[src/hw/rtl/mf24_pkg.sv]
// types and constants shared by the 24-bit minifloat arithmetic unit
// no dependencies
package mf24_pkg;

    typedef enum logic [2:0] {
        CMD_ADD  = 3'd0,
        CMD_SUB  = 3'd1,
        CMD_MUL  = 3'd2,
        CMD_FROM = 3'd3,
        CMD_TO   = 3'd4
    } cmd_t;

    localparam logic [1:0] ST_OK    = 2'd0;
    localparam logic [1:0] ST_OVF   = 2'd1;
    localparam logic [1:0] ST_UNF   = 2'd2;
    localparam logic [23:0] PINF    = 24'h7E0000;

    typedef struct packed {
        logic [2:0]  command;
        logic [31:0] operand_a;
        logic [23:0] operand_b;
    } in_word_t;

    typedef struct packed {
        logic [31:0] result_word;
        logic [1:0]  status;
    } out_word_t;

    // sign, signed exponent, 19-bit significand between stages
    typedef struct packed {
        logic        vld;
        logic [2:0]  cmd;
        logic        done;
        logic [31:0] word;
        logic [1:0]  st;
        logic        sign;
        logic [9:0]  exp;
        logic [18:0] ma;
        logic [18:0] mb;
        logic        sub;
    } stage_t;

    function automatic logic [31:0] pack24(input logic s, input logic [9:0] e,
                                           input logic [18:0] m,
                                           output logic [1:0] st);
        logic signed [10:0] be;
        be = $signed({e[9], e}) + 11'sd31;
        if (be > 11'sd62) begin
            st = ST_OVF;
            return {8'd0, PINF};
        end
        if (be < 11'sd0) begin
            st = ST_UNF;
            return 32'd0;
        end
        st = ST_OK;
        return {8'd0, s, be[5:0], m[16:0]};
    endfunction

endpackage

[src/hw/rtl/minifloat24_add_mul_convert.sv]
// top level of the 24-bit minifloat add, multiply and convert unit
// depends on mf24_pkg, mf24_front, mf24_core, mf24_norm
//
// one word is taken every cycle (busy stays low); its result shows on
// result with done high after the three register stages: decode and
// align, add or multiply, normalize and pack; the receiver cannot stall,
// so nothing ever holds the pipeline
module minifloat24_add_mul_convert (
    input  logic                clk,
    input  logic                rst_n,
    input  logic                start,
    output logic                busy,
    input  mf24_pkg::in_word_t  operands,
    output logic                done,
    output mf24_pkg::out_word_t result
);
    import mf24_pkg::*;

    stage_t s1, s2;

    mf24_front u_front (
        .clk     (clk),
        .rst_n   (rst_n),
        .in_vld  (start && !busy),
        .in_word (operands),
        .s1      (s1)
    );

    mf24_core u_core (
        .clk   (clk),
        .rst_n (rst_n),
        .s1    (s1),
        .s2    (s2)
    );

    mf24_norm u_norm (
        .clk      (clk),
        .rst_n    (rst_n),
        .s2       (s2),
        .out_vld  (done),
        .out_word (result)
    );

    assign busy = 1'b0;
endmodule

[src/hw/rtl/mf24_front.sv]
// stage 1: decode, align for add, multiply exponent and sign, conversions
// depends on mf24_pkg
module mf24_front (
    input  logic               clk,
    input  logic               rst_n,
    input  logic               in_vld,
    input  mf24_pkg::in_word_t in_word,
    output mf24_pkg::stage_t   s1
);
    import mf24_pkg::*;

    stage_t s1_reg, s1_next;
    logic [23:0] a, b;
    logic [9:0]  ea, eb, d;
    logic [18:0] ma, mb;
    logic [1:0]  st;
    logic [31:0] w;
    logic [7:0]  e8;

    always_comb
    begin
        s1_next = '0;
        s1_next.vld = in_vld;
        s1_next.cmd = in_word.command;
        a = in_word.operand_a[23:0];
        b = in_word.operand_b;
        if (in_word.command == CMD_SUB && b != 24'd0)
        begin
            b[23] = ~b[23];
        end
        ea = 10'(a[22:17]) - 10'd31;
        eb = 10'(b[22:17]) - 10'd31;
        ma = {2'b01, a[16:0]};
        mb = {2'b01, b[16:0]};
        d = '0;
        st = ST_OK;
        w = '0;
        e8 = in_word.operand_a[30:23];
        case (in_word.command)
            CMD_ADD, CMD_SUB:
            begin
                if (a == 24'd0)
                begin
                    s1_next.done = 1'b1;
                    s1_next.word = {8'd0, b};
                end
                else if (b == 24'd0)
                begin
                    s1_next.done = 1'b1;
                    s1_next.word = {8'd0, a};
                end
                else if ($signed(ea) > $signed(eb))
                begin
                    d = ea - eb;
                    s1_next.exp = ea;
                    s1_next.ma = ma;
                    s1_next.mb = (d > 10'd31) ? 19'd0 : (mb >> d[4:0]);
                end
                else
                begin
                    d = eb - ea;
                    s1_next.exp = eb;
                    s1_next.mb = mb;
                    s1_next.ma = (d > 10'd31) ? 19'd0 : (ma >> d[4:0]);
                end
                s1_next.sign = a[23];
                s1_next.sub = a[23] ^ b[23];
                if (s1_next.sub && s1_next.mb > s1_next.ma)
                begin
                    s1_next.sign = b[23];
                end
            end
            CMD_MUL:
            begin
                if (a == 24'd0 || b == 24'd0)
                begin
                    s1_next.done = 1'b1;
                end
                else
                begin
                    s1_next.exp = ea + eb;
                    s1_next.sign = a[23] ^ b[23];
                    s1_next.ma = ma;
                    s1_next.mb = mb;
                end
            end
            CMD_FROM:
            begin
                s1_next.done = 1'b1;
                if (in_word.operand_a[30:0] == 31'd0)
                begin
                    s1_next.word = '0;
                end
                else if (e8 == 8'd0)
                begin
                    s1_next.st = ST_UNF;
                end
                else
                begin
                    s1_next.word = pack24(in_word.operand_a[31],
                        10'(e8) - 10'd127,
                        {2'b01, in_word.operand_a[22:6]}, st);
                    s1_next.st = st;
                end
            end
            CMD_TO:
            begin
                s1_next.done = 1'b1;
                if (a != 24'd0)
                begin
                    w = {a[23], 8'(a[22:17]) + 8'd96, a[16:0], 6'd0};
                end
                s1_next.word = w;
            end
            default:
            begin
                s1_next.done = 1'b1;
            end
        endcase
    end

    always_ff @(posedge clk or negedge rst_n)
    begin
        if (!rst_n)
        begin
            s1_reg <= '0;
        end
        else
        begin
            s1_reg <= s1_next;
        end
    end

    assign s1 = s1_reg;
endmodule

[src/hw/rtl/mf24_core.sv]
// stage 2: significand add or subtract, 18x18 multiply
// depends on mf24_pkg
module mf24_core (
    input  logic             clk,
    input  logic             rst_n,
    input  mf24_pkg::stage_t s1,
    output mf24_pkg::stage_t s2
);
    import mf24_pkg::*;

    stage_t s2_reg, s2_next;
    logic [35:0] prod;

    always_comb
    begin
        s2_next = s1;
        prod = 36'(s1.ma[17:0]) * 36'(s1.mb[17:0]);
        if (!s1.done)
        begin
            if (s1.cmd == CMD_MUL)
            begin
                s2_next.ma = prod[35:17];
            end
            else if (s1.sub)
            begin
                if (s1.ma == s1.mb)
                begin
                    s2_next.done = 1'b1;
                    s2_next.word = '0;
                    s2_next.st = ST_OK;
                end
                s2_next.ma = (s1.ma > s1.mb) ? s1.ma - s1.mb : s1.mb - s1.ma;
            end
            else
            begin
                s2_next.ma = s1.ma + s1.mb;
            end
        end
    end

    always_ff @(posedge clk or negedge rst_n)
    begin
        if (!rst_n)
        begin
            s2_reg <= '0;
        end
        else
        begin
            s2_reg <= s2_next;
        end
    end

    assign s2 = s2_reg;
endmodule

[src/hw/rtl/mf24_norm.sv]
// stage 3: leading-zero normalize, exponent range check and pack
// depends on mf24_pkg
module mf24_norm (
    input  logic                clk,
    input  logic                rst_n,
    input  mf24_pkg::stage_t    s2,
    output logic                out_vld,
    output mf24_pkg::out_word_t out_word
);
    import mf24_pkg::*;

    logic      vld_reg;
    out_word_t out_reg, out_next;
    logic [18:0] m;
    logic [9:0]  e;
    logic [4:0]  lz;
    logic [1:0]  st;

    always_comb
    begin
        m = s2.ma;
        e = s2.exp;
        lz = 5'd0;
        if (m[18])
        begin
            m = m >> 1;
            e = e + 10'd1;
        end
        else if (!m[17])
        begin
            for (int i = 16; i >= 0; i--)
            begin
                if (m[i] && lz == 5'd0)
                begin
                    lz = 5'(17 - i);
                end
            end
            m = m << lz;
            e = e - 10'(lz);
        end
        out_next.result_word = pack24(s2.sign, e, m, st);
        out_next.status = st;
        if (s2.done)
        begin
            out_next.result_word = s2.word;
            out_next.status = s2.st;
        end
    end

    always_ff @(posedge clk or negedge rst_n)
    begin
        if (!rst_n)
        begin
            vld_reg <= 1'b0;
        end
        else
        begin
            vld_reg <= s2.vld;
        end
    end

    always_ff @(posedge clk)
    begin
        out_reg <= out_next;
    end

    assign out_vld = vld_reg;
    assign out_word = out_reg;
endmodule

[config.mk]
export PLATFORM = sky130hd
export DESIGN_NAME = minifloat24_add_mul_convert
export DESIGN_NICKNAME = d
export VERILOG_FILES = /design/src/hw/rtl/mf24_pkg.sv /design/src/hw/rtl/minifloat24_add_mul_convert.sv /design/src/hw/rtl/mf24_front.sv /design/src/hw/rtl/mf24_core.sv /design/src/hw/rtl/mf24_norm.sv
export SDC_FILE = /design/constraint.sdc
export NUM_CORES = 1
export LEC_CHECK = 0
export BUFFER_PORTS_ARGS = -buffer_cell sky130_fd_sc_hd__buf_4
export CAP_MARGIN = 30
export CORE_MARGIN = 3
export CORE_UTILIZATION = 50
export DETAILED_ROUTE_END_ITERATION = 10
export PLACE_DENSITY_LB_ADDON = 0.25
export SKIP_LAST_GASP = 1
export SLEW_MARGIN = 10
export SYNTH_ARGS = -nofsm -noshare
export SYNTH_HDL_FRONTEND = slang
export SYNTH_SLANG_ARGS = --single-unit
[constraint.sdc]
create_clock -name clk -period 6.5 [get_ports clk]
set_input_delay 1.3 -clock clk [delete_from_list [all_inputs] [get_ports clk]]
set_output_delay 1.3 -clock clk [all_outputs]
set_load 0.03 [all_outputs]
==> results.yml, run 1 <==
finish:
  fin_nets: 3735
  layout.cells.most_common: "nand2_1"
  syn2layout_area_growth_pct: 15.4
  final_cell_mix: "nand2_1, inv_1, buf_4"
  nFillCells: 4357
  share_of_post_route_cells_with_drive_strength_above_1_pct: 16.1
  diodes: 0
  multi_input_gate_area_sq_um: 18300
  largest_register_ff_count: 86
  area.sequential_sq_um: 4490
die:
  start_util_pct: 51.2
  core_region_sq_um: 48300
  num_io_pins: 98
  fp.dieH_microns: 229
  dieArea_sq_um: 52200
  rows: 80
  floorplan.die.width_microns: 229
route:
  drt_wl_total_mm: 87.8
  drt-vias-per-instance: 6.02
  antenna_violating_nets_post_route: 0
  drt_pass1_iterations: 7
  vias: 23300
  detail_route.drc_violations: 0
  initialDrtViolationCount: 2276
  wl_per_cell_microns: 22.7
worst_setup_path:
  slack_of_the_worst_reg_to_reg_path_ps: 50
  startpoint: "u_front.s1[26]$_DFF_PN0_"
  critPathLaunchType: "register"
  worst_setup_ep_type: "register"
  timing.critical_path.required_ps: 6870
  timing.rr.start: "u_front.s1[26]$_DFF_PN0_"
  r2r-end: "u_core.s2[37]$_DFF_PN0_"
  cp_max_fo: 3
  timing_worst_setup_path_type: "reg2reg"
  worst_r2r_path_depth: 23
  cp.arrival_ps: 6810
sta:
  period_needed_ps: 6450
  finalHoldViolations: 0
  final.period_utilization_pct: 99.2
  max_freq_mhz: 155
  fin_tns_setup_ps: 0
  setup-violations-final: 0
  tightest_slew_ps: 960
  finClkSkew_ps: 21.2
  unrepaired_setup_endpoints_after_global_routing: "true"
  max_slew_margin_pct: 36.0
  slew_viol_final: 0
yosys:
  synth-async-reset-ratio_pct: 82.2
  synth-seq-cells: 185
  yosys_warnings: 0
  synthesized_cell_area_sq_um: 24800
  yosys_most_used_dff: "dfrtp_1"
  synth_enable_flop_cells: 0
  postSynthCellCount: 2998
  synth.avg_cell_area_sq_um: 8.26
  syn_nets: 3534
  synth_cell_types: 91
  ys_seq_area_share_pct: 18.0
global_route:
  grt_first_pass_wirelength_mm: 134
  grt.total_usage_pct: 32.9
  via_count_of_the_first_global_routing_pass: 23000
  grt_antenna_before_repair: 1
  overflow: 0
  grt_max_degree: 93
clock_tree:
  ctsRootBufferMaster: "clkbuf_16"
  cts.hold.buffers_added: 0
  clk_pin_slew_ps: 80
  clock_tree.htree_level_count: 4
  clk_path_buf_depth: 2
  cts_num_sinks: 185
  clk_latency_ps: 460
  cts_tree: "done"
  cts-buffers-inserted: 17
worst_hold_path:
  worstHoldPathCells: 0
  worst_hold_path_type: "reg2reg"
  hold_path.startpoint: "u_front.s1[45]$_DFF_PN0_"
  timing.hold.worst_endpoint: "u_core.s2[45]$_DFF_PN0_"
placed_design:
  gp_routability_congestion: 1.02
  port_buffers: 96
  hpwl_mm: 70.2
pwr:
  pwr_density_cell_nw_per_um2: 199
  p_total_mw: 5.68
  leakage_power_summed_over_all_cells_nw: 13.6
  maximum_ir_drop_on_the_vdd_rail_mv: 0.184
run_status:
  outcome: "completed"
run:
  drv_cap: 0
metrics by stage:
stage          hold WS, ps  worst slack (ps)  utilization [%]  cells  instance area, sq um
2_1_floorplan          331               161                -   2998                 24800
3_3_place_gp           333             -45.0             56.6   3807                 27400
3_5_place_dp           336              -193             56.6   3808                 27400
4_1_cts                351              15.2             58.0   3840                 28000
5_1_grt                350              -142             59.1   3868                 28600
6_report               341              51.4             59.1   3868                 28600
area by class of cell:
type                       count  area share [%]
clock inverter                14           0.687
clock buffer                  18            1.50
timing repair buffer         356            9.79
inverter                     403            5.31
tap                          656            2.87
sequential                   185            15.7
multi-input combinational   2236            64.1
per-layer routing:
| layer | global-route usage (%) | wire length [microns] |
|---|---|---|
| met1 | 46.3 | 36800 |
| met2 | 51.7 | 39800 |
| met3 | 4.57 | 7600 |
| met4 | 12.2 | 3550 |
| met5 | 0 | 13 |
what timing repair did:
action	in CTS	in global routing
gates resized for setup	14	87
setup endpoints to repair	9	15
buffers inserted	0	27
cloned	0	0
pin swaps	0	55
logic make-up after synthesis:
family	after synthesis	share of synthesized area, %
flip-flops	185	18.0
AND/OR/NAND/NOR	960	17.4
buffers and inverters	577	9.05
adder cells (fa/ha/maj)	474	31.9
other	1	0.0151
multiplexers	74	3.37
AO/OA/AOI/OAI	657	17.8
XOR/XNOR	70	2.47
critical path: stages (launching register included):
cell and delay [ps]:
dfrtp_2 450, buf_12 140, clkinvlp_4 90, buf_4 110
nor2_2 30, fa_1 510, inv_1 60, fa_1 570
fa_1 470, fa_1 520, fa_1 510, inv_1 50
fa_1 480, ha_4 320, nand3_4 110, nor4b_4 300
o211ai_1 150, buf_4 190, a211o_4 360, a211oi_4 290
nor2_2 70, o32ai_2 280, o21ai_1 80, a22oi_1 210
synth_stat cells (10+ instances only):
cell       instances  area, sq um
clkbuf_1         137          514
inv_1            394         1480
dfrtp_1          152         3800
xnor2_1           48          420
mux2_2            15          169
dfxtp_1           33          661
nor2b_1           56          350
a31oi_1           16          100
nand3_1           58          290
nand2b_1          17          106
ha_1             213         2670
buf_2             10         50.1
and2_1            23          144
or2_2             10         62.6
and3_1            14         87.6
a21o_1            32          240
mux2i_1           51          510
nor4_1            19          119
xor2_1            22          193
o21a_1            17          128
o21ai_0          139          696
fa_1             261         5230
o2111ai_1         13          114
o221ai_1          13          114
o31ai_1           15          113
a221o_1           16          160
a211oi_1          18          135
o21bai_1          19          143
buf_1             16         60.1
nor3_1            55          275
nand2_1          421         1580
a22oi_1           39          293
o22ai_1           11         68.8
nand4_1           19          119
a22o_1            31          272
nor2_1           223          837
a21oi_1          164          821
a221oi_1          12          105
a311oi_1          10         87.6
or3_1             12         75.1
o211ai_1          16          120
worst max path at each step:
| stage | endpoint | slack [ps] |
|---|---|---|
| after floorplan | u_core.s2[36]$_DFF_PN0_ | 160 |
| after global placement | u_core.s2[36]$_DFF_PN0_ | -40 |
| after detailed placement | u_core.s2[37]$_DFF_PN0_ | -190 |
| after CTS | u_core.s2[36]$_DFF_PN0_ | 20 |
| after global routing | u_core.s2[37]$_DFF_PN0_ | -140 |
| final | u_core.s2[37]$_DFF_PN0_ | 50 |
power breakdown:
| group | switching [mW] | internal [mW] |
|---|---|---|
| sequential | 0.113 | 1.24 |
| combinational | 1.98 | 1.26 |
| clock | 0.522 | 0.562 |
Power figures use the tool's default switching activity.
==> run 2: changes to the inputs <==
==> constraint.sdc (replaced) <==
create_clock -name clk -period 5.92 [get_ports clk]
set_input_delay 0.592 -clock clk [delete_from_list [all_inputs] [get_ports clk]]
set_output_delay 0.592 -clock clk [all_outputs]
set_load 0.03 [all_outputs]
==> results.yml, run 2 (synthesis gave the netlist of run 1 again) <==
sta:
  finalHoldViolations: 0
  max_freq_mhz: 157
  finClkSkew_ps: 18.3
  period_needed_ps: 6380
  setup-violations-final: 16
  slew_viol_final: 0
  max_slew_margin_pct: 35.0
  fin_tns_setup_ps: -5170
  fin_worst_hold_slack_ps: 204
  tightest_slew_ps: 975
  unrepaired_setup_endpoints_after_global_routing: "true"
  final.period_utilization_pct: 108
  timing.final.ws_setup_ps: -464
route:
  drt_pass1_iterations: 8
  detail_route.drc_violations: 0
  initialDrtViolationCount: 2710
  drt_wl_total_mm: 88.5
  drt-vias-per-instance: 5.95
  wl_per_cell_microns: 22.6
  vias: 23400
  antenna_violating_nets_post_route: 0
worst_setup_path:
  cp.arrival_ps: 6710
  timing_worst_setup_path_type: "reg2reg"
  r2r-end: "u_core.s2[36]$_DFF_PN0_"
  cp_max_fo: 8
  timing.rr.start: "u_front.s1[29]$_DFF_PN0_"
  critPathBufInv: 6
  critPathCapture: "u_core.s2[36]$_DFF_PN0_"
  startpoint: "u_front.s1[29]$_DFF_PN0_"
  timing.critical_path.required_ps: 6250
  cp_num_cells: 25
  worst_setup_ep_type: "register"
  worst_r2r_path_depth: 25
  critical-path-slowest-cell: "fa_1"
  critPathLaunchType: "register"
  critPathMaxStageDelay_ps: 530
  timing.critical_path.mode_cell: "fa_1"
  slack_of_the_worst_reg_to_reg_path_ps: -460
  timing.critical_path.max_delay_family: "adder cells"
run_status:
  failed_checks: "negative setup slack"
  outcome: "finished, violations left"
clock_tree:
  cts-buffers-inserted: 17
  cts.hold.buffers_added: 0
  cts_num_sinks: 185
  clk_latency_ps: 460
  ctsRootBufferMaster: "clkbuf_16"
  cts_tree: "done"
  clock_tree.htree_level_count: 4
  clk_pin_slew_ps: 80
  clk_path_buf_depth: 2
finish:
  final_cell_mix: "nand2_1, buf_4, inv_1"
  nFillCells: 4210
  layout.cells.non_filler: 3922
  multi_input_gate_area_sq_um: 18500
  fin_nets: 3788
  share_of_post_route_cells_with_drive_strength_above_1_pct: 18.3
  largest_register_ff_count: 86
  design_area_sq_um: 29100
  layout.cells.most_common: "nand2_1"
  area.sequential_sq_um: 4480
  syn2layout_area_growth_pct: 17.5
global_route:
  grt_max_degree: 99
  via_count_of_the_first_global_routing_pass: 23300
  overflow: 0
  grt.total_usage_pct: 33.3
  grt_first_pass_wirelength_mm: 136
  grt_antenna_before_repair: 1
die:
  floorplan.die.width_microns: 229
  core_region_sq_um: 48300
  start_util_pct: 51.2
  rows: 80
  fp.dieH_microns: 229
  dieArea_sq_um: 52200
  num_io_pins: 98
pwr:
  leakage_power_summed_over_all_cells_nw: 13.9
  p_total_mw: 6.35
  pwr_density_cell_nw_per_um2: 218
  maximum_ir_drop_on_the_vdd_rail_mv: 0.192
placed_design:
  gp_routability_congestion: 0.988
  port_buffers: 96
  hpwl_mm: 70.9
  placed_cells_incl_taps: 3863
  dpl_cell_area_sq_um: 27900
run:
  drv_cap: 0
worst_hold_path:
  worst_hold_path_type: "in2async"
## run 2: cell count changes in the layout (fill, tap and decap cells not counted), moves of 5 or more
cell,previous run,this run
buf_4,336,390
nand2_2,6,11
dfrtp_1,131,136
nand2_1,415,408
dfrtp_2,21,16
## run 2: timing repair
item	CTS	global route
endpoints found under the setup margin	18	23
setup buffers	7	17
pin swaps	19	34
resized for setup	56	46
cloned	0	0
## run 2: worst reg2reg max path: cells and delay by family, from the launching register on
kind / cells / cell delay (ps)
DFF: 1 / 460
and+or+nand+nor: 3 / 630
buffers and inverters: 6 / 550
AOI/OAI and AO/OA: 9 / 1380
adders and majority gates: 7 / 3230
## run 2: per-layer routing
layer / GRT usage [%] / vias to the layer above / part of all wire, % / routed length [microns]
met5: 0 / - / 0 / 0
met4: 10.6 / 0 / 3.3 / 2950
met3: 5.60 / 192 / 9.0 / 7940
met2: 51.8 / 1177 / 45 / 39800
met1: 47.7 / 11500 / 43 / 37800
li1: - / 10500 / - / -
## run 2: worst min-delay path by stage
stage | end | slack (ps)
2_1_floorplan | u_core.s2[20]$_DFF_PN0_ | 300
6_report | u_norm.out_vld$_DFF_PN0_ | 200
5_1_grt | u_front.s1[88]$_DFF_PN0_ | 230
3_3_place_gp | u_core.s2[48]$_DFF_PN0_ | 340
4_1_cts | u_core.s2[88]$_DFF_PN0_ | 230
3_5_place_dp | u_core.s2[41]$_DFF_PN0_ | 340
## run 2: layout make-up
class | instances | area share (%)
well taps | 656 | 2.82
flip-flops and latches | 185 | 15.4
multi-input cells | 2236 | 63.5
repair buffers | 409 | 10.9
diodes | 1 | 0.00860
clock buffers | 18 | 1.47
clock inverters | 14 | 0.645
inverters | 403 | 5.20
## run 2: where the power goes
part / switching, mW / internal [mW]
sequential: 0.115 / 1.36
combinational: 2.22 / 1.45
clock: 0.579 / 0.616
## run 2: through the flow
step / util, % / worst slack [ps]
after floorplan: - / 12.1
after global placement: 57.8 / -480
after detailed placement: 57.8 / -621
after CTS: 59.6 / -355
after global routing: 60.2 / -671
final: 60.2 / -464
